**config.mk**
```make
export PLATFORM = sky130hd
export DESIGN_NAME = trms_front
export DESIGN_NICKNAME = d
export VERILOG_FILES = /design/src/hdl/trms_pkg.sv /design/src/hdl/trms_front.sv
export SDC_FILE = /design/constraint.sdc
export NUM_CORES = 1
export LEC_CHECK = 0
export CAP_MARGIN = 40
export CORE_MARGIN = 2
export CORE_UTILIZATION = 56
export DETAILED_ROUTE_END_ITERATION = 10
export DONT_BUFFER_PORTS = 1
export PLACE_DENSITY = 0.74
export SLEW_MARGIN = 40
export SYNTH_ARGS = -nofsm -noshare
export SYNTH_HDL_FRONTEND = slang
export SYNTH_SLANG_ARGS = --single-unit
```
**constraint.sdc**
```tcl
create_clock -name clk -period 2.2 [get_ports clk]
set_input_delay 0.44 -clock clk [delete_from_list [all_inputs] [get_ports clk]]
set_output_delay 0.44 -clock clk [all_outputs]
set_load 0.05 [all_outputs]
```
**src/hdl/trms_pkg.sv**
```systemverilog
`timescale 1ns / 1ps

package trms_pkg;

  // machine sizes
  localparam int REG_COUNT = 32;
  localparam int RAM_WORDS = 1024;
  localparam int DATA_W    = 32;
  localparam int REG_IDX_W = $clog2(REG_COUNT);
  localparam int RAM_AW    = $clog2(RAM_WORDS);

  // clearing sweep limits
  localparam logic [RAM_AW-1:0] CLR_REG_LIMIT = RAM_AW'(REG_COUNT);
  localparam logic [RAM_AW-1:0] RAM_LAST      = RAM_AW'(RAM_WORDS - 1);

  // instruction opcodes
  localparam logic [7:0] OP_PRINT = 8'd0;
  localparam logic [7:0] OP_PUT   = 8'd1;
  localparam logic [7:0] OP_ADD   = 8'd2;
  localparam logic [7:0] OP_STORE = 8'd3;
  localparam logic [7:0] OP_LOAD  = 8'd4;
  localparam logic [7:0] OP_MULT  = 8'd5;

  // classified instruction kind
  typedef enum logic [2:0] {
    K_PRINT = 3'd0,
    K_PUT   = 3'd1,
    K_ADD   = 3'd2,
    K_STORE = 3'd3,
    K_LOAD  = 3'd4,
    K_MULT  = 3'd5
  } kind_t;

  // decoded instruction held in the queue
  typedef struct packed {
    kind_t      kind;
    logic [7:0] arg_a;
    logic [7:0] arg_b;
    logic [7:0] arg_c;
  } item_t;

endpackage

```
**src/hdl/trms_front.sv**
```systemverilog
`timescale 1ns / 1ps

module trms_front (
  input  logic            clk,
  input  logic            rst,
  input  logic            s_tvalid,
  output logic            s_tready,
  input  logic [31:0]     s_tdata,   // opcode, arg_a, arg_b, arg_c
  input  logic            clearing,
  output logic            q_valid,
  output trms_pkg::item_t q_item,
  input  logic            q_pop
);

  localparam int QDEPTH = 4;
  localparam int QAW    = $clog2(QDEPTH);

  trms_pkg::item_t    queue [QDEPTH];
  logic [QAW-1:0]     wr_ptr;
  logic [QAW-1:0]     rd_ptr;
  logic [QAW:0]       count;
  logic               known;
  trms_pkg::item_t    dec;
  logic               push;
  logic [7:0]         opcode;

  assign opcode = s_tdata[7:0];

  // classify the opcode, unknown ones are dropped here
  always_comb begin
    known     = 1'b1;
    dec.arg_a = s_tdata[15:8];
    dec.arg_b = s_tdata[23:16];
    dec.arg_c = s_tdata[31:24];
    dec.kind  = trms_pkg::K_PRINT;
    case (opcode)
      trms_pkg::OP_PRINT: dec.kind = trms_pkg::K_PRINT;
      trms_pkg::OP_PUT:   dec.kind = trms_pkg::K_PUT;
      trms_pkg::OP_ADD:   dec.kind = trms_pkg::K_ADD;
      trms_pkg::OP_STORE: dec.kind = trms_pkg::K_STORE;
      trms_pkg::OP_LOAD:  dec.kind = trms_pkg::K_LOAD;
      trms_pkg::OP_MULT:  dec.kind = trms_pkg::K_MULT;
      default:            known    = 1'b0;
    endcase
  end

  assign s_tready = !clearing && (count != (QAW+1)'(QDEPTH));
  assign push     = s_tvalid && s_tready && known;
  assign q_valid  = (count != '0);
  assign q_item   = queue[rd_ptr];

  // queue storage
  always_ff @(posedge clk) begin
    if (push) begin
      queue[wr_ptr] <= dec;
    end
  end

  // queue pointers and fill level
  always_ff @(posedge clk) begin
    if (rst) begin
      wr_ptr <= '0;
      rd_ptr <= '0;
      count  <= '0;
    end else begin
      if (push) begin
        wr_ptr <= wr_ptr + 1'b1;
      end
      if (q_pop) begin
        rd_ptr <= rd_ptr + 1'b1;
      end
      if (push && !q_pop) begin
        count <= count + 1'b1;
      end else if (!push && q_pop) begin
        count <= count - 1'b1;
      end
    end
  end

endmodule

```
==> qor.yml, run 1 <==
yosysTopAreaCellShare_pct: 72.83
grt_overflow: 0
power_leakage_uw: 0.002107
coreArea_um2: 7727
tightestPinTransition_ps: 572.8
via_per_inst: 5.811
fp.dieH_um: 93.17
htreeDepth: 4
clkSlewWorstSetupHoldPaths_ps: 50
ys_types: 28
finClkSkew_ps: 13.49
yosysSeqAreaShare_pct: 76.88
ant_nets: 0
crit_chain: "clkbuf_16, mux4_2, buf_12"
initial_core_util_pct: 57.63
worstSetupPathType: "flop to primary output"
failed_checks: "negative setup slack"
drtPass1Iterations: 4
rsz0062_at_grt: "true"
port_buffers: 0
grt_max_degree: 28
finalCriticalPeriod_ps: 2308
place_congestion: 0.6954
first_global_vias: 2519
avgSynthCellArea_um2: 22.49
ir_drop_v: 0.0007270
endpoint_kind: "primary output"
area_growth_pct: 38.61
synthTopCellsByArea: "edfxtp_1, mux4_2, dfxtp_1, mux4_1, ha_1"
utilization_pct: 79.87
rows: 32
root_buffer: "clkbuf_8"
cts_setup_buffers: 0
cts_made_buffers: 17
setup_viol: 27
die_x_um: 93.17
die_area_um2: 8681
final_max_slew_viol_count: 0
yosys_warnings: 0
synth_cells: 198
clockBufferDepth: 2
stdcell_area_um2: 6172
final_nets: 331
slowest_delay_ps: 540
vias: 2342
grt_first_pass_wirelength_um: 14750
async_flop_share_pct: 0
clk_latency_ps: 510
drc: 0
pin_count: 66
slew-limit-headroom_pct: 61.73
synth_seq_cells: 117
synth_nets: 241
placed_cell_area_um2: 5121
post_synth_most_frequent_cells: "edfxtp_1, mux4_2, dfxtp_1, nor2_1"
cts_tree: "done"
drive_gt1_share_pct: 36.54
dp.cells: 331
start_kind: "flop"
hold_violations: 0
track_usage_pct: 25.00
arrival_ps: 1870
yosysTopAreaCell: "edfxtp_1"
syn_area_um2: 4453
yosys_most_used_dff: "edfxtp_1"
hold_class: "input pin to flop"
synth_edf_count: 108
cp_max_fo: 6
cpMaxStageDelayCell: "mux4_2"
status: "finished, violations left"
critPathRequiredTime_ps: 1760
maxCapViolations: 0
stdcell_count: 403
max_freq_mhz: 433.2
period_share_pct: 104.9
totalWireLength_um: 10180
clock-sinks: 117
wl_per_cell_um: 25.26
drt_iter0_drc: 179
antenna_found_initial: 0
diodes: 0
cellPowerDensity_nw_per_um2: 959.2
setup_ws_ps: -108.2
yosysMostFrequentCell: "edfxtp_1"
dp_hpwl_um: 5065
==> logic make-up after synthesis <==
kind of cell               Yosys count  synth area share [%]
DFF                                117                 76.88
muxes                               30                 14.86
and+or+nand+nor                     26                 3.316
buffers and inverters               12                 1.967
adders and majority gates            6                 1.854
xor gates and xnor gates             4                0.7869
AOI/OAI and AO/OA                    3                0.3371
==> layer usage <==
metal / vias to the layer above / global-route usage, % / part of all wire (%)
met5: - / 0 / 0
met4: 0 / 11.27 / 2.0
met3: 15 / 8.139 / 6.5
met2: 113 / 42.09 / 55
met1: 1225 / 29.53 / 37
li1: 989 / - / -
==> critical path, delay by kind of cell, from the launching register on <==
kind,cells,cell delay (ps)
flip-flops,1,440
multiplexers,1,540
buffers and inverters,2,370
==> area by class of cell <==
type                    count  area (um^2)
flip-flops and latches    117         3430
multi-input cells          69        952.2
clock inverters            10        155.1
inverters                   4        15.01
fillers                   364         1555
well taps                 102        127.6
clock buffers              22        442.9
repair buffers             79         1050
==> cell usage in the layout, fill, tap and decap left out, types with 2 or more instances in the layout <==
cell type / netlist / routed
dfxtp_1: 9 / 6
ha_1: 5 / 4
nand2_1: 3 / 3
xor2_1: 3 / 3
and2_2: 4 / 4
nor2_1: 9 / 8
buf_16: 0 / 2
clkbuf_8: 0 / 2
buf_6: 3 / 5
nand2b_1: 2 / 2
mux2i_1: 2 / 2
mux4_2: 22 / 27
clkbuf_1: 1 / 4
bufinv_16: 0 / 4
buf_12: 1 / 23
clkinv_2: 0 / 3
buf_4: 0 / 11
dfxtp_2: 0 / 2
dlygate4sd3_1: 0 / 37
edfxtp_1: 108 / 108
inv_1: 4 / 4
clkbuf_16: 0 / 17
nor3b_1: 2 / 2
==> what timing repair did <==
action                                  4_1_cts  5_1_grt
endpoints found under the hold margin        75       27
endpoints found under the setup margin       27       27
cloned                                        2        1
hold buffers                                 25       12
gates resized for setup                      13        0
==> registers in the layout, summed over array words and instances, names as in the netlist, named ones only <==
signal / flops
queue: 108
count: 3
rd_ptr: 2
wr_ptr: 2
==> through the flow <==
step / hold slack, ps / power, uW / setup slack [ps] / setup TNS [ps]
finish: 112.5 / 5920 / -108.2 / -2011
global route: 123.4 / 6078 / -155.0 / -3391
CTS: 0.01746 / 5911 / -123.8 / -2407
detailed placement: 512.7 / 3062 / -87.30 / -87.30
global placement: 491.6 / 3048 / 76.10 / 0
floorplan: 482.0 / 2861 / -36.96 / -36.96
==> path summary, 6_finish.rpt <==
check	end	cells after the start	from	slack, ps
setup / recovery	q_item[3]	3	flop	-110
hold / removal	rd_ptr[0]	2	q_pop	110
setup reg to reg	count[2]	9	count[0]	160
hold reg to reg	rd_ptr[0]	2	rd_ptr[0]	530
==> report_power, final <==
part | total [uW] | switching (uW) | internal [uW]
sequential | 2460 | 22.5 | 2440
combinational | 675 | 342 | 333
clock | 2780 | 922 | 1860
No activity file was read; power rests on OpenSTA's default activity.
==> run 2, diff against run 1 <==
TNS_END_PERCENT = 10   (was not set)
==> run 2 against run 1 <==
The run still ends with negative setup slack left. Wire length grew 0.45%. Clock skew shrank 6.6 ps. Critical path type unchanged. Sequential power is essentially flat. First-iteration DRC count grew 16%. Cell count is the same.
==> qor.yml, run 2 (synthesis gave the netlist of run 1 again) <==
dp.cells: 331  # unchanged
power_leakage_uw: 0.002107  # unchanged
rsz0062_at_grt: "true"  # unchanged
clockBufferDepth: 2  # unchanged
largest_reg_flops: 108  # unchanged
via_per_inst: 5.834  # was 5.811
diodes: 0  # unchanged
slew-limit-headroom_pct: 61.37  # was 61.73%
rows: 32  # unchanged
final_cell_mix: "edfxtp_1, dlygate4sd3_1, mux4_2"  # unchanged
place_congestion: 0.6954  # unchanged
htreeDepth: 4  # unchanged
coreArea_um2: 7727  # unchanged
fp.dieH_um: 93.17  # unchanged
grt_max_degree: 28  # unchanged
pin_count: 66  # unchanged
final_nets: 331  # unchanged
cp_max_fo: 6  # unchanged
ant_nets: 0  # unchanged
die_x_um: 93.17  # unchanged
stdcell_count: 403  # unchanged
regMostFlops: "queue"  # unchanged
endpoint_kind: "primary output"  # unchanged
crit_chain: "clkbuf_16, mux4_2, buf_12"  # unchanged
vias: 2351  # was 2342
tns_ps: -2212  # was -2011 ps
drtPass1Iterations: 4  # unchanged
start_kind: "flop"  # unchanged
cts_tree: "done"  # unchanged
path_buf_inv: 2  # unchanged
wl_per_cell_um: 25.38  # was 25.26 um
cpMaxStageDelayCell: "mux4_2"  # unchanged
hold_violations: 0  # unchanged
totalWireLength_um: 10230  # was 10180 um
initial_core_util_pct: 57.63  # unchanged
dpl_worst_slack_ps: -87.30  # unchanged
cts_setup_buffers: 0  # unchanged
port_buffers: 0  # unchanged
critPathRequiredTime_ps: 1760  # about the same
failed_checks: "negative setup slack"  # unchanged
final_common_cell: "edfxtp_1"  # unchanged
status: "finished, violations left"  # unchanged
drt_iter0_drc: 207  # was 179
clock-sinks: 117  # unchanged
die_area_um2: 8681  # unchanged
finalCriticalPeriod_ps: 2309  # was 2308 ps
arrival_ps: 1870  # about the same
grt_overflow: 0  # unchanged
grt_first_pass_wirelength_um: 14750  # unchanged
area_growth_pct: 38.61  # unchanged
drive_gt1_share_pct: 36.54  # unchanged
max_freq_mhz: 433.0  # was 433.2 MHz
maxCapViolations: 0  # unchanged
cts_made_buffers: 17  # unchanged
finClkSkew_ps: 6.843  # was 13.49 ps
reg_top3: "queue x108, count x3"  # unchanged
tightestPinTransition_ps: 578.2  # was 572.8 ps
setup_viol: 27  # unchanged
period_share_pct: 105.0  # was 104.9%
crit_family: "multiplexers"  # unchanged
antenna_found_initial: 0  # unchanged
root_buffer: "clkbuf_8"  # unchanged
first_global_vias: 2519  # unchanged
final_max_slew_viol_count: 0  # unchanged
slowest_delay_ps: 540  # about the same
cellPowerDensity_nw_per_um2: 961.2  # was 959.2 nW/um^2
setup_ws_ps: -109.2  # was -108.2 ps
finalPower_uw: 5933  # was 5920 uW
drc: 0  # unchanged
ir_drop_v: 0.0007271  # was 0.0007270 V
dp_hpwl_um: 5065  # unchanged
worstSetupPathType: "flop to primary output"  # unchanged
clkSlewWorstSetupHoldPaths_ps: 50  # about the same
clk_latency_ps: 510  # about the same
hold_class: "input pin to flop"  # unchanged
track_usage_pct: 25.00  # unchanged
==> run 2: cell counts in the layout (fill, tap and decap cells not counted) <==
No cell type changed its count.
==> run 2: what timing repair did <==
action	4_1_cts	5_1_grt
hold buffers	25	12
pin swaps	0	0
setup endpoints to repair	27	27
resized for setup	13	0
hold endpoints to repair	75	27
cloned	2	1
==> run 2: worst paths after layout <==
path,cells after the start,slack [ps],end,from
min reg2reg,2,530,rd_ptr[0],rd_ptr[0]
max,3,-110,q_item[3],flop
max reg2reg,9,170,count[2],count[0]
min,2,110,rd_ptr[0],q_pop
==> run 2: where the power goes <==
| group | switching (uW) | leakage [uW] | internal, uW | total, uW |
|---|---|---|---|---|
| combinational | 344 | 0.000789 | 333 | 677 |
| sequential | 22.7 | 0.00103 | 2440 | 2460 |
| clock | 932 | 0.000290 | 1860 | 2790 |
| total | 1300 | 0.00211 | 4630 | 5930 |
==> run 2: area by class of cell <==
cell class | count | area (um^2)
flip-flops and latches | 117 | 3430
fillers | 364 | 1555
repair buffers | 79 | 1050
multi-input cells | 69 | 952.2
clock buffers | 22 | 442.9
clock inverters | 10 | 155.1
well taps | 102 | 127.6
inverters | 4 | 15.01
==> run 2: metrics by stage <==
stage                     area [um^2]  utilization (%)  hold WS [ps]
final                            6172            79.87         109.3
after global routing             6172            79.87         123.4
after CTS                        6027            78.00       0.01746
after detailed placement         5121            66.27         512.7
after global placement           5121            66.27         491.6
after floorplan                  4484                -         482.0
==> run 2: layer usage <==
metal	global-route usage, %	routed length [um]	vias up
met5	0	0	-
met4	11.27	279	0
met3	8.139	545	20
met2	42.09	5540	109
met1	29.53	3862	1234
li1	-	-	988
